===== config.mk =====
export PLATFORM = sky130hd
export DESIGN_NAME = midi_timecode_engine_core
export DESIGN_NICKNAME = d
export VERILOG_FILES = /design/src/design/mtc_pkg.sv /design/src/design/mtc_ctrl.sv /design/src/design/mtc_dpath.sv /design/src/design/midi_timecode_engine_core.sv
export SDC_FILE = /design/constraint.sdc
export NUM_CORES = 1
export LEC_CHECK = 0
export BUFFER_PORTS_ARGS = -buffer_cell sky130_fd_sc_hd__buf_2
export CAP_MARGIN = 20
export CORE_ASPECT_RATIO = 1.4
export CORE_MARGIN = 2
export CORE_UTILIZATION = 61
export DETAILED_ROUTE_END_ITERATION = 12
export MAX_ROUTING_LAYER = met4
export PLACE_DENSITY = 0.82
export SYNTH_ARGS = -nofsm -noshare
export SYNTH_HDL_FRONTEND = slang
export SYNTH_SLANG_ARGS = --single-unit

===== constraint.sdc =====
create_clock -name clk_i -period 5.05 [get_ports clk_i]
set_input_delay 0.7575 -clock clk_i [delete_from_list [all_inputs] [get_ports clk_i]]
set_output_delay 0.7575 -clock clk_i [all_outputs]
set_load 0.02 [all_outputs]

===== src/design/mtc_pkg.sv =====
// Types, codes and helper functions of the MIDI time code engine.
package mtc_pkg;

  typedef enum logic [2:0] {
    OP_TICK  = 3'd0,
    OP_START = 3'd1,
    OP_STOP  = 3'd2,
    OP_RESET = 3'd3,
    OP_LOAD  = 3'd4,
    OP_RXQF  = 3'd5,
    OP_RXSX  = 3'd6
  } op_e;

  localparam logic [1:0] SRC_INT = 2'd1;
  localparam logic [1:0] SRC_EXT = 2'd2;

  localparam logic [2:0] CFG_SRC  = 3'd0;
  localparam logic [2:0] CFG_QFE  = 3'd1;
  localparam logic [2:0] CFG_FFE  = 3'd2;
  localparam logic [2:0] CFG_CAB  = 3'd3;
  localparam logic [2:0] CFG_RATE = 3'd4;

  localparam logic [1:0] KIND_STATUS = 2'd0;
  localparam logic [1:0] KIND_QF     = 2'd1;
  localparam logic [1:0] KIND_FULL   = 2'd2;

  localparam logic [7:0] QF_STATUS  = 8'hF1;
  localparam logic [3:0] QF_CODE    = 4'h2;
  localparam logic [7:0] SX_START   = 8'hF0;
  localparam logic [7:0] SX_RT      = 8'h7F;
  localparam logic [7:0] SX_ONE     = 8'h01;
  localparam logic [7:0] SX_END     = 8'hF7;
  localparam int unsigned FULL_LEN  = 10;
  localparam int unsigned QBUF_LEN  = 10;

  typedef struct packed {
    logic [4:0] hours;
    logic [5:0] minutes;
    logic [5:0] seconds;
    logic [4:0] frames;
    logic [1:0] rate;
  } tc_t;

  typedef struct packed {
    logic accept;
    logic step;
    logic emit_adv;
  } dp_cmd_t;

  typedef struct packed {
    logic tick_go;
    logic more;
    logic emit_last;
  } dp_stat_t;

  function automatic logic [4:0] last_frame(input logic [1:0] rate);
    logic [4:0] r;
    unique case (rate)
      2'd0: r = 5'd23;
      2'd1: r = 5'd24;
      default: r = 5'd29;
    endcase
    return r;
  endfunction

  function automatic logic [16:0] period_us(input logic [1:0] rate);
    logic [16:0] r;
    unique case (rate)
      2'd0: r = 17'(1000000000 / (24000 * 4));
      2'd1: r = 17'(1000000000 / (25000 * 4));
      2'd2: r = 17'(1000000000 / (29970 * 4));
      default: r = 17'(1000000000 / (30000 * 4));
    endcase
    return r;
  endfunction

  function automatic tc_t adv_frame(input tc_t t);
    tc_t r;
    r = t;
    if (t.frames + 5'd1 > last_frame(t.rate)) begin
      r.frames = '0;
      if (t.seconds + 6'd1 >= 6'd60) begin
        r.seconds = '0;
        if (t.minutes + 6'd1 >= 6'd60) begin
          r.minutes = '0;
          r.hours = (t.hours + 5'd1 >= 5'd24) ? 5'd0 : t.hours + 5'd1;
        end else begin
          r.minutes = t.minutes + 6'd1;
        end
      end else begin
        r.seconds = t.seconds + 6'd1;
      end
    end else begin
      r.frames = t.frames + 5'd1;
    end
    return r;
  endfunction

endpackage


===== src/design/mtc_ctrl.sv =====
// Sequencing state machine: accept, quarter-frame loop, result delivery.
module mtc_ctrl (
  input  logic              clk_i,
  input  logic              rst_ni,
  input  logic              s_tvalid_i,
  output logic              s_tready_o,
  output logic              m_tvalid_o,
  input  logic              m_tready_i,
  output mtc_pkg::dp_cmd_t  cmd_o,
  input  mtc_pkg::dp_stat_t stat_i
);
  import mtc_pkg::*;

  typedef enum logic [2:0] {
    ST_IDLE = 3'b001,
    ST_EXEC = 3'b010,
    ST_EMIT = 3'b100
  } state_e;

  state_e state_q, state_d;

  assign s_tready_o = (state_q == ST_IDLE);
  assign m_tvalid_o = (state_q == ST_EMIT);

  always_comb begin
    state_d = state_q;
    cmd_o = '0;
    unique case (state_q)
      ST_IDLE: begin
        if (s_tvalid_i) begin
          cmd_o.accept = 1'b1;
          state_d = stat_i.tick_go ? ST_EXEC : ST_EMIT;
        end
      end
      ST_EXEC: begin
        if (stat_i.more) cmd_o.step = 1'b1;
        else state_d = ST_EMIT;
      end
      ST_EMIT: begin
        if (m_tready_i) begin
          cmd_o.emit_adv = 1'b1;
          if (stat_i.emit_last) state_d = ST_IDLE;
        end
      end
      default: state_d = ST_IDLE;
    endcase
  end

  always_ff @(posedge clk_i or negedge rst_ni) begin
    if (!rst_ni) state_q <= ST_IDLE;
    else state_q <= state_d;
  end
endmodule


===== src/design/mtc_dpath.sv =====
// Time code state, receivers, quarter-frame buffer and result formatting.
module mtc_dpath (
  input  logic              clk_i,
  input  logic              rst_ni,
  input  logic              cfg_we_i,
  input  logic [2:0]        cfg_index_i,
  input  logic [7:0]        cfg_data_i,
  input  logic [2:0]        op_i,
  input  logic [15:0]       elapsed_us_i,
  input  logic [7:0]        in_byte_i,
  input  logic              in_last_i,
  input  logic [4:0]        set_hours_i,
  input  logic [5:0]        set_minutes_i,
  input  logic [5:0]        set_seconds_i,
  input  logic [4:0]        set_frames_i,
  input  mtc_pkg::dp_cmd_t  cmd_i,
  output mtc_pkg::dp_stat_t stat_o,
  output logic [1:0]        kind_o,
  output logic [7:0]        header_o,
  output logic [7:0]        status_o,
  output logic [7:0]        byte_o,
  output logic              last_o,
  output mtc_pkg::tc_t      tc_o,
  output logic              synced_o,
  output logic [2:0]        piece_o
);
  import mtc_pkg::*;

  logic [1:0]  src_q;
  logic        qfe_q, ffe_q;
  logic [3:0]  cable_q;
  logic [1:0]  rate_code_q;
  tc_t         tc_q, tc_d;
  logic [16:0] acc_q, acc_d;
  logic [2:0]  piece_q, piece_d;
  logic        run_q, run_d;
  logic [3:0]  nib_q [8];
  logic [7:0]  mask_q, mask_d;
  logic        sync_q, sync_d;
  logic [3:0]  pos_q, pos_d;
  logic        hok_q, hok_d;
  logic [7:0]  sxf_q [4];
  logic [7:0]  qbuf_q [QBUF_LEN];
  logic [3:0]  nq_q, nq_d;
  logic [1:0]  mode_q, mode_d;
  logic [3:0]  eidx_q;
  logic [3:0]  total;
  logic [3:0]  nib_n [8];
  logic [2:0]  qp;
  logic [7:0]  qdata;
  logic [7:0]  full_byte;
  tc_t         cand;
  logic        cand_ok;
  logic        sx_mis;

  assign stat_o.tick_go = (op_i == OP_TICK) && run_q && (src_q == SRC_INT);
  assign stat_o.more    = (acc_q >= period_us(rate_code_q));

  assign qp = in_byte_i[6:4];
  always_comb begin
    for (int i = 0; i < 8; i++) nib_n[i] = (qp == 3'(i)) ? in_byte_i[3:0] : nib_q[i];
  end

  // Quarter-frame data nibble of the current piece.
  always_comb begin
    logic [3:0] d;
    unique case (piece_q)
      3'd0: d = tc_q.frames[3:0];
      3'd1: d = {3'b0, tc_q.frames[4]};
      3'd2: d = tc_q.seconds[3:0];
      3'd3: d = {2'b0, tc_q.seconds[5:4]};
      3'd4: d = tc_q.minutes[3:0];
      3'd5: d = {2'b0, tc_q.minutes[5:4]};
      3'd6: d = tc_q.hours[3:0];
      default: d = {1'b0, tc_q.rate, tc_q.hours[4]};
    endcase
    qdata = {1'b0, piece_q, d};
  end

  assign sx_mis = (pos_q == 4'd0 && in_byte_i != SX_START) ||
                  ((pos_q == 4'd1 || pos_q == 4'd2) && in_byte_i != SX_RT) ||
                  ((pos_q == 4'd3 || pos_q == 4'd4) && in_byte_i != SX_ONE) ||
                  (pos_q == 4'd9 && in_byte_i != SX_END);

  // Candidate time code from the receivers.
  always_comb begin
    if (op_i == OP_RXQF) begin
      cand.hours   = {nib_n[7][0], nib_n[6]};
      cand.minutes = {nib_n[5][1:0], nib_n[4]};
      cand.seconds = {nib_n[3][1:0], nib_n[2]};
      cand.frames  = {nib_n[1][0], nib_n[0]};
      cand.rate    = nib_n[7][2:1];
    end else begin
      cand.hours   = sxf_q[0][4:0];
      cand.minutes = sxf_q[1][5:0];
      cand.seconds = sxf_q[2][5:0];
      cand.frames  = sxf_q[3][4:0];
      cand.rate    = sxf_q[0][6:5];
    end
    // Dropped quarter-frame nibble bits fail the check, except bit 3 of piece 7.
    cand_ok = (cand.hours < 5'd24) && (cand.minutes < 6'd60) &&
              (cand.seconds < 6'd60) && (cand.frames <= last_frame(cand.rate)) &&
              (op_i != OP_RXQF || (nib_n[5][3:2] == 2'b00 && nib_n[3][3:2] == 2'b00 &&
                                   nib_n[1][3:1] == 3'b000));
  end

  always_comb begin
    tc_d = tc_q; acc_d = acc_q; piece_d = piece_q; run_d = run_q;
    mask_d = mask_q; sync_d = sync_q; pos_d = pos_q; hok_d = hok_q;
    nq_d = nq_q; mode_d = mode_q;
    if (cfg_we_i && cfg_index_i == CFG_RATE) tc_d.rate = cfg_data_i[1:0];
    if (cmd_i.accept) begin
      nq_d = '0;
      mode_d = KIND_STATUS;
      unique case (op_i)
        OP_TICK: if (stat_o.tick_go) begin
          acc_d = acc_q + 17'(elapsed_us_i);
          mode_d = KIND_QF;
        end
        OP_START: if (src_q == SRC_INT) begin
          run_d = 1'b1;
          acc_d = '0;
          if (ffe_q) mode_d = KIND_FULL;
        end
        OP_STOP: begin
          run_d = 1'b0;
          if (ffe_q) mode_d = KIND_FULL;
        end
        OP_RESET: begin
          tc_d = '{hours: '0, minutes: '0, seconds: '0, frames: '0, rate: rate_code_q};
          piece_d = '0;
          acc_d = '0;
        end
        OP_LOAD: begin
          if (set_hours_i < 5'd24 && set_minutes_i < 6'd60 && set_seconds_i < 6'd60 &&
              set_frames_i <= last_frame(rate_code_q))
            tc_d = '{hours: set_hours_i, minutes: set_minutes_i,
                     seconds: set_seconds_i, frames: set_frames_i, rate: rate_code_q};
        end
        OP_RXQF: if (src_q == SRC_EXT) begin
          mask_d = mask_q | (8'd1 << qp);
          if (mask_d == 8'hFF) begin
            if (cand_ok) begin tc_d = cand; sync_d = 1'b1; end
            mask_d = '0;
          end
        end
        OP_RXSX: if (src_q == SRC_EXT) begin
          hok_d = hok_q & ~sx_mis;
          if (pos_q != 4'd15) pos_d = pos_q + 4'd1;
          if (in_last_i) begin
            if (pos_q >= 4'd9 && hok_d && cand_ok) begin tc_d = cand; sync_d = 1'b1; end
            pos_d = '0;
            hok_d = 1'b1;
          end
        end
        default: ;
      endcase
    end else if (cmd_i.step) begin
      acc_d = acc_q - period_us(rate_code_q);
      if (qfe_q) begin
        if (nq_q != 4'(QBUF_LEN)) nq_d = nq_q + 4'd1;
        piece_d = piece_q + 3'd1;
        if (piece_d == 3'd0) tc_d = adv_frame(adv_frame(tc_q));
      end
    end
  end

  always_ff @(posedge clk_i or negedge rst_ni) begin
    if (!rst_ni) begin
      src_q <= '0; qfe_q <= 1'b0; ffe_q <= 1'b0; cable_q <= '0; rate_code_q <= 2'd3;
      tc_q <= '{hours: '0, minutes: '0, seconds: '0, frames: '0, rate: 2'd3};
      acc_q <= '0; piece_q <= '0; run_q <= 1'b0; mask_q <= '0; sync_q <= 1'b0;
      pos_q <= '0; hok_q <= 1'b1; nq_q <= '0; mode_q <= KIND_STATUS; eidx_q <= '0;
      for (int i = 0; i < 8; i++) nib_q[i] <= '0;
    end else begin
      if (cfg_we_i) begin
        unique case (cfg_index_i)
          CFG_SRC:  src_q <= cfg_data_i[1:0];
          CFG_QFE:  qfe_q <= cfg_data_i[0];
          CFG_FFE:  ffe_q <= cfg_data_i[0];
          CFG_CAB:  cable_q <= cfg_data_i[3:0];
          CFG_RATE: rate_code_q <= cfg_data_i[1:0];
          default: ;
        endcase
      end
      tc_q <= tc_d; acc_q <= acc_d; piece_q <= piece_d; run_q <= run_d;
      mask_q <= mask_d; sync_q <= sync_d; pos_q <= pos_d; hok_q <= hok_d;
      nq_q <= nq_d; mode_q <= mode_d;
      if (cmd_i.accept && op_i == OP_RXQF && src_q == SRC_EXT) nib_q[qp] <= in_byte_i[3:0];
      if (cmd_i.accept) eidx_q <= '0;
      else if (cmd_i.emit_adv) eidx_q <= eidx_q + 4'd1;
    end
  end

  always_ff @(posedge clk_i) begin
    if (cmd_i.accept && op_i == OP_RXSX && src_q == SRC_EXT && pos_q >= 4'd5 && pos_q < 4'd9)
      sxf_q[pos_q[1:0] - 2'd1] <= in_byte_i;
    if (cmd_i.step && qfe_q && nq_q != 4'(QBUF_LEN)) qbuf_q[nq_q] <= qdata;
  end

  always_comb begin
    unique case (eidx_q)
      4'd0: full_byte = SX_START;
      4'd1, 4'd2: full_byte = SX_RT;
      4'd3, 4'd4: full_byte = SX_ONE;
      4'd5: full_byte = {1'b0, tc_q.rate, tc_q.hours};
      4'd6: full_byte = {2'b0, tc_q.minutes};
      4'd7: full_byte = {2'b0, tc_q.seconds};
      4'd8: full_byte = {3'b0, tc_q.frames};
      default: full_byte = SX_END;
    endcase
  end

  always_comb begin
    kind_o = KIND_STATUS; header_o = '0; status_o = '0; byte_o = '0; total = 4'd1;
    if (mode_q == KIND_FULL) begin
      kind_o = KIND_FULL; byte_o = full_byte; total = 4'(FULL_LEN);
    end else if (mode_q == KIND_QF && nq_q != 4'd0) begin
      kind_o = KIND_QF; header_o = {cable_q, QF_CODE}; status_o = QF_STATUS;
      byte_o = qbuf_q[eidx_q]; total = nq_q;
    end
  end

  assign last_o = (eidx_q == total - 4'd1);
  assign stat_o.emit_last = last_o;
  assign tc_o = tc_q;
  assign synced_o = sync_q;
  assign piece_o = piece_q;
endmodule


===== src/design/midi_timecode_engine_core.sv =====
// Top level of the MIDI time code engine: handshakes, controller and datapath.
// A non-tick beat is accepted while idle and its first result shows in the cycle after.
// A running tick from the internal source first steps through each elapsed quarter-frame period (0 to 9).
// Results leave one per cycle while the sink is ready: 1 status beat, up to 9 quarter frames, or 10 SysEx bytes.
// A new beat is taken only after every result of the last one has left.
// Reset (rst_ni low, asynchronous) clears all control state; time code rate starts at 30 fps.
module midi_timecode_engine_core (
  input  logic        clk_i,
  input  logic        rst_ni,
  input  logic        cfg_valid_i,
  output logic        cfg_ready_o,
  input  logic [2:0]  cfg_index_i,
  input  logic [7:0]  cfg_data_i,
  input  logic        s_tvalid_i,
  output logic        s_tready_o,
  // elapsed_us[15:0] in_byte[23:16] set_hours[28:24] set_minutes[34:29]
  // set_seconds[40:35] set_frames[45:41], zero above
  input  logic [47:0] s_tdata_i,
  // op[2:0]
  input  logic [2:0]  s_tuser_i,
  input  logic        s_tlast_i,
  output logic        m_tvalid_o,
  input  logic        m_tready_i,
  // packet_header[7:0] out_status[15:8] out_byte[23:16] cur_hours[28:24]
  // cur_minutes[34:29] cur_seconds[40:35] cur_frames[45:41] cur_rate[47:46]
  // synced[48] piece_index[51:49], zero above
  output logic [55:0] m_tdata_o,
  // kind[1:0]
  output logic [1:0]  m_tuser_o,
  output logic        m_tlast_o
);
  import mtc_pkg::*;

  dp_cmd_t  cmd;
  dp_stat_t stat;
  tc_t      tc;
  logic [7:0] hdr, sts, byt;
  logic       synced;
  logic [2:0] piece;

  // The configuration channel is always ready; writes must only come while idle, which the block does not enforce.
  assign cfg_ready_o = 1'b1;

  // The controller takes one beat at a time and holds the input closed
  // until every result of that beat has been delivered.
  mtc_ctrl u_ctrl (
    .clk_i      (clk_i),
    .rst_ni     (rst_ni),
    .s_tvalid_i (s_tvalid_i),
    .s_tready_o (s_tready_o),
    .m_tvalid_o (m_tvalid_o),
    .m_tready_i (m_tready_i),
    .cmd_o      (cmd),
    .stat_i     (stat)
  );

  // The datapath holds all state; results are read out of registers, so the
  // output beat stays stable while the sink stalls.
  mtc_dpath u_dpath (
    .clk_i         (clk_i),
    .rst_ni        (rst_ni),
    .cfg_we_i      (cfg_valid_i),
    .cfg_index_i   (cfg_index_i),
    .cfg_data_i    (cfg_data_i),
    .op_i          (s_tuser_i),
    .elapsed_us_i  (s_tdata_i[15:0]),
    .in_byte_i     (s_tdata_i[23:16]),
    .in_last_i     (s_tlast_i),
    .set_hours_i   (s_tdata_i[28:24]),
    .set_minutes_i (s_tdata_i[34:29]),
    .set_seconds_i (s_tdata_i[40:35]),
    .set_frames_i  (s_tdata_i[45:41]),
    .cmd_i         (cmd),
    .stat_o        (stat),
    .kind_o        (m_tuser_o),
    .header_o      (hdr),
    .status_o      (sts),
    .byte_o        (byt),
    .last_o        (m_tlast_o),
    .tc_o          (tc),
    .synced_o      (synced),
    .piece_o       (piece)
  );

  assign m_tdata_o = {4'b0, piece, synced, tc.rate, tc.frames, tc.seconds,
                      tc.minutes, tc.hours, byt, sts, hdr};
endmodule


## Yosys cells after proc, flatten, opt, wreduce, memory -nomap -nowiden

Memories as Yosys holds them, arrays and structs flattened.
Cells that the tools add are included.

- Register bits: 114
- RAM bits: 102
- Input bits: 68
- Output and inout bits: 62
- Logic and storage cells: 346
- Memories: 2

Memories:

| memory | depth | width | rd ports | clocked after memory_dff | write ports | RTL line | source |
|---|---|---|---|---|---|---|---|
| u_dpath.qbuf_q | 10 | 7 | 1 | 0 | 1 | mtc_dpath.sv:43 | `logic [7:0] qbuf_q [QBUF_LEN];` |
| u_dpath.sxf_q | 4 | 8 | 4 | 0 | 1 | mtc_dpath.sv:42 | `logic [7:0] sxf_q [4];` |

- $add $sub $neg: 16
- Magnitude comparators: 22
- Equality and inequality tests: 80
- Shifts and indexed selects: 1
- Multiplexer cells: 119
- Bitwise logic cells: 4
- Reduce and logical (&&, ||, !) cells: 73

Operator list:

| operator | number |
|---|---|
| 2-to-1 mux 24 bit | 12 |
| 2-to-1 mux 17 bit | 12 |
| case mux 24 bit (4 select lines) | 1 |
| 2-to-1 mux 5 bit | 16 |
| 2-to-1 mux 4 bit | 18 |
| 2-to-1 mux 8 bit | 7 |
| case mux 8 bit (7 select lines) | 1 |
| case mux 17 bit (3 select lines) | 1 |
| == test 3 bit, second input constant | 12 |
| case mux 12 bit (3 select lines) | 1 |
| bitwise mux 32 bit | 1 |
| 2-to-1 mux 3 bit | 10 |
| != test 3 bit, second input constant | 10 |
| logical AND 1 bit | 28 |
| case mux 4 bit (7 select lines) | 1 |
| == test 3 x 2 -> 1 bit, second input constant | 9 |
| adder 6 x 1 -> 6 bit, second input constant | 4 |
| greater-or-equal comparator 6 bit, second input constant | 4 |
| less-than comparator 6 bit, second input constant | 4 |
| 2-to-1 mux 6 bit | 4 |
| case mux 4 bit (2 select lines) | 3 |
| 2-to-1 mux 11 bit | 2 |
| adder 5 x 1 -> 5 bit, second input constant | 4 |
| == test 4 x 3 -> 1 bit, second input constant | 5 |
| 54 further kinds | 145 |

## Depth between registers and ports, before layout

Gate-level depths: netlist of the first run.

- Word-level depth: 23
- Gate-level depth with buffers: 21
- Mapped depth without buffers: 17

## Hierarchy

From an unflattened synthesis of the first run, not the netlist that was laid out.

- Cell total of the unflattened synthesis: 1408
- Area, all modules: 14039.7 sq um

Modules (own cells, without submodules):

| module | instances | cells each | area each (sq um) | seq. area each (sq um) |
|---|---|---|---|---|
| mtc_dpath | 1 | 1381 | 13798.2 | 5581.6 |
| mtc_ctrl | 1 | 19 | 188.9 | 76.3 |
| midi_timecode_engine_core | 1 | 8 | 52.6 | 0.0 |

## Worst setup path after synthesis of the first run

Ideal clock, no wire load.

- Path kind: input -> register
- From: input port s_tuser_i[0]
- To: register u_dpath.tc_q (netlist bit u_dpath.tc_o[10])
- Library setup time: 137 ps
- Arrival time: 4317 ps
- Data required time: 4913 ps
- Slack: 596 ps
- Stages: 19
- Path through: clkbuf_1 -> nand3b_1 -> clkbuf_1 -> clkbuf_1 -> clkbuf_1 -> o21ai_0 -> nor2_1 -> inv_1 -> ha_1 -> nor2b_1 -> o21a_1 -> o21a_1 -> o211ai_1 -> nand4_1 -> a221oi_2 -> o22ai_1 -> buf_2 -> a22oi_1 -> o211ai_1

- Cells in the longest elaborated chain, start to end: 10
- Elaborated cells on any way between the ends: 36

RTL lines:

| element | RTL line | source |
|---|---|---|
| start: declaration | midi_timecode_engine_core.sv:20 | `input logic [2:0] s_tuser_i,` |
| == test 3 bit | mtc_dpath.sv:87, mtc_dpath.sv:115 |  |
| 2-to-1 mux 24 bit | mtc_dpath.sv:87 | `if (op_i == OP_RXQF) begin` |
| == test 2 x 1 -> 1 bit (tied with other cells) | mtc_pkg.sv:58 | `unique case (rate)` |
| case mux 4 bit (2 select lines) / logical AND 1 bit (equally long branches) | mtc_pkg.sv:58, mtc_dpath.sv:101 |  |
| less-or-equal comparator 5 bit / logical AND 1 bit (equally long branches) | mtc_dpath.sv:102, mtc_dpath.sv:101 |  |
| logical AND 1 bit (2 in a row) | mtc_dpath.sv:102 | `(cand.seconds < 6'd60) && (cand.frames <= last_frame(cand.rate)) &&` |
| logical AND 1 bit | mtc_dpath.sv:151 | `if (pos_q >= 4'd9 && hok_d && cand_ok) begin tc_d = cand; sync_d = 1'b1; end` |
| != test 3 bit (no line) | -- |  |
| AND reduction 11 bit (no line) | -- |  |
| end signal: assignment | mtc_dpath.sv:171 | `tc_q <= '{hours: '0, minutes: '0, seconds: '0, frames: '0, rate: 2'd3};` |
| end: declaration | mtc_dpath.sv:33 | `tc_t tc_q, tc_d;` |

Several ways; a longest one is shown, not always the timed one. The select of a mux whose other input is x is not followed.
A chain may end at the register's enable or synchronous reset.

## Worst setup path after layout of the first run

- From: register u_dpath.nq_q[0]
- To: output port m_tlast_o

- Cells in the longest elaborated chain, start to end: 6

RTL lines:

| element | RTL line | source |
|---|---|---|
| start: declaration | mtc_dpath.sv:44 | `logic [3:0] nq_q, nq_d;` |
| start signal: assignment | mtc_dpath.sv:188 | `nq_q <= nq_d; mode_q <= mode_d;` |
| nonzero test 4 bit | mtc_dpath.sv:218 | `end else if (mode_q == KIND_QF && nq_q != 4'd0) begin` |
| logical AND 1 bit | mtc_dpath.sv:218 |  |
| 2-to-1 mux 4 bit * | mtc_dpath.sv:218 |  |
| 2-to-1 mux 4 bit * | mtc_dpath.sv:216 | `if (mode_q == KIND_FULL) begin` |
| subtractor 4 x 1 -> 4 bit * | mtc_dpath.sv:224 | `assign last_o = (eidx_q == total - 4'd1);` |
| == test 4 bit * | mtc_dpath.sv:224 |  |
| end: declaration | midi_timecode_engine_core.sv:30 | `output logic m_tlast_o` |

Mark *: on every way between the ends. The rest lies on a longest branch, timed or not.

==> results of run 1 <==
cell families after synthesis:
| group | share of synthesized area |
|---|---|
| mux | 0.0914 |
| flops | 0.405 |
| fa+ha+maj | 0.0677 |
| compound gates | 0.190 |
| simple gates | 0.165 |
| buf+inv | 0.0501 |
| xor+xnor | 0.0312 |
| other cells | 0.000537 |
sequential cells by signal, summed over array words and instances, names as in the netlist, 3 cells and up:
name             count
u_dpath.qbuf_q      70
u_dpath.acc_q       17
u_dpath.tc_o        24
u_dpath.eidx_q       4
u_ctrl.state_q       3
u_dpath.pos_q        4
u_dpath.nib_q       31
u_dpath.cable_q      4
u_dpath.mask_q       8
u_dpath.piece_o      3
u_dpath.nq_q         4
u_dpath.sxf_q       24
per-layer routing:
metal	part of all wire	vias up	wire, µm	GRT usage
met5	0	-	0	-
met4	0.031	0	1120	0.0983
met3	0.055	91	1990	0.0274
met2	0.53	493	19100	0.549
met1	0.39	5681	13900	0.349
li1	-	5473	-	-
final timing paths:
check                                  startpoint                 to  slack (ns)  cells past startpoint
max in group asynchronous                  rst_ni      u_dpath.hok_q        4.26                      2
min in group clk_i              u_dpath.nib_q[24]  u_dpath.nib_q[24]        0.48                      2
worst max register to register    u_dpath.tc_o[2]   u_dpath.tc_o[17]        0.54                     16
worst min-delay path                       rst_ni   u_dpath.nib_q[5]        0.08                      1
worst max-delay path              u_dpath.nq_q[0]          m_tlast_o        0.37                     11
worst min register to register  u_dpath.nib_q[24]  u_dpath.nib_q[24]        0.48                      2
power breakdown:
group | total [mW] | switching, mW | internal, mW
registers | 2.60 | 0.479 | 2.12
clock network | 1.52 | 0.651 | 0.873
logic | 2.98 | 1.76 | 1.23
worst reg2reg max path, cell delays in order (launching register included):
cell      delay (ns)
dfrtp_1         0.60
ha_1            0.34
xor2_1          0.27
ha_1            0.29
o21ai_0         0.16
a21oi_1         0.11
o211ai_1        0.23
buf_4           0.30
nand2_1         0.10
xnor2_1         0.28
ha_1            0.31
o21a_1          0.12
o21a_1          0.16
o211a_1         0.37
nand4_2         0.28
nand2_1         0.19
o31ai_1         0.31
Yosys cell counts (all sizes together), types with 10 or more instances:
| cell | instances |
|---|---|
| o221ai | 10 |
| and3 | 12 |
| mux2 | 49 |
| inv | 49 |
| o211ai | 11 |
| nor3b | 11 |
| dfrtp | 107 |
| and2 | 13 |
| nand3 | 43 |
| nand2b | 11 |
| buf | 44 |
| nand2 | 144 |
| a21oi | 74 |
| mux2i | 41 |
| a221oi | 17 |
| a21o | 12 |
| a22oi | 38 |
| o21ai | 98 |
| a31oi | 15 |
| o22ai | 12 |
| nand4 | 20 |
| xor2 | 19 |
| nor2b | 18 |
| mux4 | 14 |
| nor2 | 109 |
| o21a | 17 |
| nand3b | 13 |
| xnor2 | 30 |
| nor3 | 19 |
| clkbuf | 60 |
| edfxtp | 94 |
| ha | 74 |
final cells by class:
type                    instances  share of cell area
repair buffers                137              0.0506
flip-flops and latches        207               0.369
multi-input cells            1087               0.500
clock inverters                12             0.00768
well taps                     301              0.0246
clock buffers                  26              0.0355
inverters                      50              0.0123
diodes                          1            0.000163
==> run_results.csv, run 1 <==
group,metric,value,unit
setup_path,arrival,3.93,ns
power_and_ir_drop,peakVddDrop,0.000312,V
power_and_ir_drop,power.leakage,6.36,nW
layout,fillCellCount,1795,
clocking,cts_resized,0,
detailed_routing,viasPerCell,6.45,
min_path,min_path_type,"input pin to asynchronous set/reset pin",
synth,synth_edf_count,94,
placement,portBuffers,112,
synth,synth_area,14000,µm²
layout,final_common_cell,"nand2_1",
placement,dpl_cell_area,14600,µm²
detailed_routing,drtPass1Iterations,5,
setup_path,worst_setup_path_end_kind,"output pin",
layout,stdcell_count,1821,
setup_path,worstSetupStartpointType,"register",
global_route,grt_pass1_vias,11300,
floorplanning,die_h,183,µm
outcome,outcome,"completed",
floorplanning,core_area,22500,µm²
setup_path,required,4.29,ns
sta,finalWorstSetupSlack,0.365,ns
run,drv_cap,0,
global_route,grt_max_degree,81,
layout,ff_latch_area,5660,µm²
synth,synth-seq-area-share,0.405,
power_and_ir_drop,p_total,7.10,mW
layout,multi_input_area,7660,µm²
clocking,clk_path_buf_depth,3,
floorplanning,fp.dieW,132,µm
global_route,antenna_found_initial,1,
clocking,h-tree-depth,1,
synth,syn_area_per_cell,9.71,µm²
detailed_routing,ant_nets,0,
placement,dp_cells,1781,
synth,synthFlopType,"dfrtp_1",
clocking,postCtsHoldBufs,0,
layout,layout_common_cells,"142 x nand2_1, 111 x buf_2, 109 x nor2_1, 107 x dfrtp_1, 95 x o21ai_0",
synth,async_reset_ff_frac,0.546,
synth,synth_warnings,0,
sta,slew_violations,0,
setup_path,crit_type,"register to output pin",
placement,place.gp.congestion,0.919,
layout,syn_to_final_growth,9.60,%
floorplanning,dieArea,24200,µm²
sta,final-setup-viol-count,0,
synth,ys_types,95,
clocking,cts-root-buf,"clkbuf_16",
detailed_routing,routed-via-count,11700,
layout,drive_above_1_share,0.178,
setup_path,slowest_stage,"nor4_1",
sta,rsz0062_at_grt,"false",
clocking,cts_setup_buffers,0,
sta,slew_headroom,0.316,
detailed_routing,avgRoutedWirePerCell,19.8,µm
sta,tns,0,ns
clocking,clkTransAtPathRegs,0.06,ns
layout,final_area,15300,µm²
setup_path,crit_buf_inv,3,
synth,ys_top_cells_by_area,"edfxtp_1 20%, dfrtp_1 19%, ha_1 6.6%",
floorplanning,rows,65,
detailed_routing,drc,0,
floorplanning,initial_core_util,0.620,
placement,dp_hpwl,26400,µm
setup_path,crit_family,"simple AND/OR/NAND/NOR gates",
global_route,gr-total-overflow,0,
clocking,cts_num_sinks,207,
sta,hold_viol_final,0,
sta,timing.hold.ws,0.0842,ns
sta,fin_crit,4.68,ns
setup_path,max_stage_delay,0.80,ns
clocking,cts_tree,"yes",
synth,yosys_register_bits,207,
synth,synthCells,1439,
placement,dp_slack,0.441,ns
setup_path,path_cells,"inv_1, ha_1, nand2_1, nand2_1, inv_1, a21oi_1, ha_1, xor2_1, xnor2_1, nor4_1, buf_2",
power_and_ir_drop,power_density,464,nW/µm²
detailed_routing,first_iter_violations,929,
sta,finalClockSkew,0.00718,ns
sta,post-route-period-util,0.928,
setup_path,worst-path-max-fanout,9,
detailed_routing,wirelength,36100,µm
layout,post-route-util,0.680,
sta,tightest_slew,1.03,ns
global_route,track_usage,0.301,
global_route,grt_pass1_wl,57400,µm
clocking,clock_latency,0.50,ns
layout,nNetsFinal,1647,
floorplanning,io_pins,130,
synth,yosysTopAreaCell,"edfxtp_1",
clocking,numCtsBuffers,21,
synth,netlist.area_leader.share,0.202,
sta,max_freq,0.213,GHz
Power figures use the tool's default switching activity.
==> run 2, diff against run 1 <==
--- a/config.mk
+++ b/config.mk
@@ -11,6 +11,6 @@
 export CORE_MARGIN = 2
-export CORE_UTILIZATION = 61
+export CORE_UTILIZATION = 53
 export DETAILED_ROUTE_END_ITERATION = 12
 export MAX_ROUTING_LAYER = met4
-export PLACE_DENSITY = 0.82
+export PLACE_DENSITY = 0.72
 export SYNTH_ARGS = -nofsm -noshare
--- a/constraint.sdc
+++ b/constraint.sdc
@@ -3,2 +3,2 @@
 set_output_delay 0.7575 -clock clk_i [all_outputs]
-set_load 0.02 [all_outputs]
+set_load 0.005 [all_outputs]
==> run 2 against run 1 <==
Net effect: register-to-register slack lost 0.09 ns; largest cell class unchanged; critical endpoint unchanged; critical path type unchanged; clock power is 9.9% higher; clock-buffer cell count grew 5.
==> run_results.csv, run 2 (synthesized netlist as in run 1, its figures left out) <==
group,metric,value,unit
setup_path,path_cells,"inv_1, ha_1, nand2_1, nand2_1, inv_1, a21oi_1, ha_1, xor2_1, xnor2_1, nor4_1, buf_2",
clocking,numCtsBuffers,22,
setup_path,r2r_end,"u_dpath.tc_o[14]",
layout,final_common_cell,"nand2_1",
detailed_routing,viasPerCell,6.21,
setup_path,crit_path_start,"u_dpath.nq_q[0]",
floorplanning,initial_core_util,0.537,
sta,fin_crit,4.60,ns
placement,dp_cells,1807,
setup_path,worst_setup_path_end_kind,"output pin",
setup_path,slowest_stage,"nor4_1",
floorplanning,core_area,26000,µm²
global_route,gr-total-overflow,0,
sta,slew_violations,0,
power_and_ir_drop,peakVddDrop,0.000212,V
clocking,h-tree-depth,1,
clocking,clk_path_buf_depth,3,
power_and_ir_drop,power.leakage,6.41,nW
setup_path,r2r-start,"u_dpath.tc_o[2]",
detailed_routing,ant_nets,0,
layout,syn_to_final_growth,10.4,%
min_path,min_path_type,"input pin to asynchronous set/reset pin",
floorplanning,die_h,196,µm
setup_path,max_stage_delay,0.84,ns
floorplanning,io_pins,130,
layout,fillCellCount,2261,
outcome,outcome,"completed",
clocking,cts_num_sinks,207,
clocking,clock_latency,0.51,ns
floorplanning,rows,70,
layout,largest_registers,"u_dpath.qbuf_q x70, u_dpath.nib_q x31",
layout,multi_input_area,7660,µm²
layout,layout_common_cells,"142 x nand2_1, 111 x buf_2, 109 x nor2_1, 107 x dfrtp_1, 95 x o21ai_0",
clocking,postCtsHoldBufs,0,
sta,tns,0,ns
sta,max_freq,0.217,GHz
setup_path,crit_type,"register to output pin",
global_route,track_usage,0.267,
sta,tightest_slew,1.05,ns
global_route,grt_pass1_wl,57700,µm
setup_path,required,4.29,ns
floorplanning,fp.dieW,141,µm
placement,portBuffers,112,
clocking,clkTransAtPathRegs,0.06,ns
placement,dp_hpwl,27100,µm
layout,ff_latch_area,5660,µm²
global_route,grt_pass1_vias,11000,
sta,rsz0062_at_grt,"false",
setup_path,ff2ff_path_depth,15,
clocking,cts_setup_buffers,0,
global_route,antenna_found_initial,4,
setup_path,arrival,3.84,ns
sta,final-setup-viol-count,0,
clocking,cts-root-buf,"clkbuf_16",
setup_path,worstSetupStartpointType,"register",
detailed_routing,first_iter_violations,815,
setup_path,worst-path-max-fanout,9,
setup_path,reg2reg_setup_slack,0.45,ns
layout,stdcell_count,1851,
layout,top_register,"u_dpath.qbuf_q",
sta,slew_headroom,0.299,
sta,finalClockSkew,0.00919,ns
floorplanning,dieArea,27700,µm²
detailed_routing,drc,0,
layout,largest_register_ffs,70,
clocking,cts_tree,"yes",
sta,hold_viol_final,0,
detailed_routing,avgRoutedWirePerCell,19.8,µm
power_and_ir_drop,power_density,460,nW/µm²
setup_path,critPathCapture,"m_tlast_o",
layout,nNetsFinal,1650,
layout,drive_above_1_share,0.183,
detailed_routing,wirelength,36700,µm
placement,place.gp.congestion,0.920,
sta,post-route-period-util,0.911,
global_route,grt_max_degree,53,
detailed_routing,drtPass1Iterations,5,
clocking,cts_resized,0,
run,drv_cap,0,
detailed_routing,routed-via-count,11500,
-- run 2: changes by cell type in the layout (fill, tap and decap cells not counted), sizes merged --
cell / change
buf: +2
diode: +3
clkinv: -3
clkbuf: +5
-- run 2: power breakdown --
group / leakage, nW / switching, mW / internal, mW / total [mW]
registers: 2.31 / 0.460 / 2.12 / 2.58
logic: 3.73 / 1.63 / 1.22 / 2.85
clock network: 0.364 / 0.676 / 0.997 / 1.67
total: 6.41 / 2.76 / 4.34 / 7.10
-- run 2: how the worst min path moves through the flow --
stage	end	depth (start not counted)
floorplan	u_dpath.synced_o	1
global placement	u_dpath.nib_q[12]	2
detailed placement	u_dpath.mode_q[0]	2
global route	u_dpath.tc_o[21]	1
CTS	u_dpath.tc_o[21]	1
finish	u_dpath.tc_o[21]	1
-- run 2: layout make-up --
| cell class | instances | area share |
|---|---|---|
| diodes | 4 | 0.000649 |
| clock buffers | 31 | 0.0418 |
| clock inverters | 9 | 0.00681 |
| inverters | 50 | 0.0122 |
| multi-input cells | 1087 | 0.496 |
| flip-flops and latches | 207 | 0.367 |
| well taps | 324 | 0.0263 |
| repair buffers | 139 | 0.0496 |
-- run 2: routing by layer --
layer	GRT usage	share of wire	vias up
met1	0.319	0.40	5583
met3	0.0337	0.051	76
met2	0.470	0.52	346
met5	-	0	-
li1	-	-	5492
met4	0.0852	0.026	0
-- run 2: metrics by stage --
stage | hold slack (ns) | utilization | setup slack, ns | cell area (µm²) | total power [mW]
finish | 0.280 | 0.593 | 0.448 | 15400 | 7.10
global route | 0.331 | 0.593 | 0.0385 | 15400 | 7.56
CTS | 0.311 | 0.593 | 0.453 | 15400 | 7.12
detailed placement | 0.476 | 0.564 | 0.471 | 14700 | 5.43
global placement | 0.461 | 0.564 | 0.543 | 14700 | 5.34
floorplan | 0.441 | - | 0.596 | 14000 | 4.61
-- run 2: critical path, delay by kind of cell (launching register included) --
kind | cells | cell delay, ns
buf+inv | 3 | 0.71
xor+xnor | 2 | 0.33
compound gates | 1 | 0.12
simple gates | 3 | 1.28
fa+ha+maj | 2 | 0.43
flops | 1 | 0.45
==> run 3, diff against run 2 <==
- MAX_ROUTING_LAYER: met4 -> not set
==> run 3 against run 2 <==
Net effect: wire length is 1.0% lower; global-route usage is 0.65 points lower; utilization is 0.28 points lower; non-clock buffer count stayed put; sequential cell count stayed put; sequential power hardly changed; register-to-register slack better by 0.06 ns; maximum frequency is 1.4% higher; clock skew is 0.0073 ns higher; highest routed layer is now met5; cell area is 0.48% lower; largest power group unchanged.
==> run_results.csv, run 3 (synthesized netlist as in run 1, its figures left out) <==
group,metric,value,unit
setup_path,crit_type,"register to register",
setup_path,required,5.44,ns
sta,hold_viol_final,0,
detailed_routing,avgRoutedWirePerCell,19.7,µm
clocking,h-tree-depth,1,
setup_path,crit_buf_inv,0,
detailed_routing,drtPass1Iterations,5,
floorplanning,core_area,26000,µm²
floorplanning,io_pins,130,
global_route,track_usage,0.261,
floorplanning,initial_core_util,0.537,
clocking,cts_tree,"yes",
sta,fin_crit,4.54,ns
clocking,numCtsBuffers,21,
floorplanning,fp.dieW,141,µm
clocking,clock_latency,0.51,ns
layout,syn_to_final_growth,9.90,%
setup_path,path_cells,"ha_1, xor2_1, ha_1, o21ai_0, a21oi_1, o211a_1, nor2_1, ha_1, ha_1, nor2b_1, o21a_1, o21a_1, o211a_1, nor2_1, a22oi_1, o21ai_0",
outcome,outcome,"completed",
setup_path,cp_common_cell,"ha_1",
setup_path,worst-path-max-fanout,14,
setup_path,worstSetupStartpointType,"register",
sta,finalClockSkew,0.0164,ns
clocking,cts-root-buf,"clkbuf_16",
layout,drive_above_1_share,0.182,
setup_path,worst_setup_path_end_kind,"register",
sta,slew_violations,0,
setup_path,slowest_stage,"dfrtp_1",
layout,largest_register_ffs,70,
placement,place.gp.congestion,0.913,
placement,dp_cells,1807,
run,drv_cap,0,
layout,largest_registers,"u_dpath.qbuf_q x70, u_dpath.nib_q x31",
power_and_ir_drop,power_density,454,nW/µm²
sta,tightest_slew,1.04,ns
sta,finalWorstSetupSlack,0.511,ns
global_route,grt_max_degree,54,
floorplanning,rows,70,
layout,nNetsFinal,1649,
global_route,grt_pass1_vias,11200,
detailed_routing,first_iter_violations,965,
layout,top_register,"u_dpath.qbuf_q",
global_route,antenna_found_initial,3,
setup_path,arrival,4.93,ns
sta,post-route-period-util,0.899,
clocking,clk_path_buf_depth,3,
clocking,postCtsHoldBufs,0,
clocking,cts_resized,0,
floorplanning,die_h,196,µm
power_and_ir_drop,power.leakage,6.38,nW
placement,portBuffers,112,
detailed_routing,viasPerCell,6.26,
sta,final-setup-viol-count,0,
setup_path,max_stage_delay,0.51,ns
setup_path,crit_family,"compound AO/OA/AOI/OAI gates",
global_route,gr-total-overflow,0,
global_route,grt_pass1_wl,58400,µm
placement,dp_hpwl,27000,µm
sta,slew_headroom,0.308,
sta,tns,0,ns
sta,rsz0062_at_grt,"false",
sta,max_freq,0.220,GHz
layout,layout_common_cells,"142 x nand2_1, 111 x buf_2, 109 x nor2_1, 107 x dfrtp_1, 95 x o21ai_0",
layout,stdcell_count,1847,
detailed_routing,routed-via-count,11600,
clocking,cts_num_sinks,207,
detailed_routing,wirelength,36300,µm
detailed_routing,drc,0,
power_and_ir_drop,peakVddDrop,0.000208,V
floorplanning,dieArea,27700,µm²
clocking,clkTransAtPathRegs,0.06,ns
min_path,min_path_type,"input pin to asynchronous set/reset pin",
clocking,cts_setup_buffers,0,
layout,final_common_cell,"nand2_1",
detailed_routing,ant_nets,0,
placement,dp_slack,0.544,ns
[run 3: cell type report]
| type | count | area (µm²) |
|---|---|---|
| Clock buffer | 23 | 543 |
| Clock inverter | 15 | 139 |
| Tap cell | 324 | 405 |
| Antenna cell | 2 | 5.00 |
| Sequential cell | 207 | 5660 |
| Timing Repair Buffer | 139 | 766 |
| Inverter | 50 | 188 |
| Fill cell | 2277 | 10700 |
| Multi-Input combinational cell | 1087 | 7660 |
[run 3: report_power, final]
group | internal [mW] | switching (mW)
clock network | 0.885 | 0.671
logic | 1.22 | 1.60
registers | 2.12 | 0.473
[run 3: worst paths after layout]
check                             startpoint  slack, ns  depth (start not counted)                  to
min in group clk_i             cfg_data_i[2]       0.48                          2  u_dpath.cable_q[2]
max in group asynchronous             rst_ni       3.81                          2    u_dpath.synced_o
setup / recovery             u_dpath.tc_o[2]       0.51                         16     u_dpath.tc_o[5]
hold / removal                        rst_ni       0.19                          1    u_dpath.tc_o[21]
setup reg to reg             u_dpath.tc_o[2]       0.51                         16     u_dpath.tc_o[5]
hold reg to reg            u_dpath.nib_q[24]       0.48                          2   u_dpath.nib_q[24]
[run 3: layer usage]
layer | GRT usage | part of all wire
met2 | 0.474 | 0.51
met1 | 0.326 | 0.41
met3 | 0.0286 | 0.050
met5 | 0 | 0.00033
met4 | 0.0781 | 0.030
[run 3: metrics by stage]
| step | power [mW] | utilization | cell area (µm²) | hold slack, ns |
|---|---|---|---|---|
| 3_5_place_dp | 5.42 | 0.564 | 14700 | 0.471 |
| 6_report | 6.97 | 0.590 | 15400 | 0.193 |
| 4_1_cts | 6.99 | 0.590 | 15400 | 0.209 |
| 2_1_floorplan | 4.61 | - | 14000 | 0.441 |
| 3_3_place_gp | 5.33 | 0.564 | 14700 | 0.462 |
| 5_1_grt | 7.42 | 0.590 | 15400 | 0.219 |
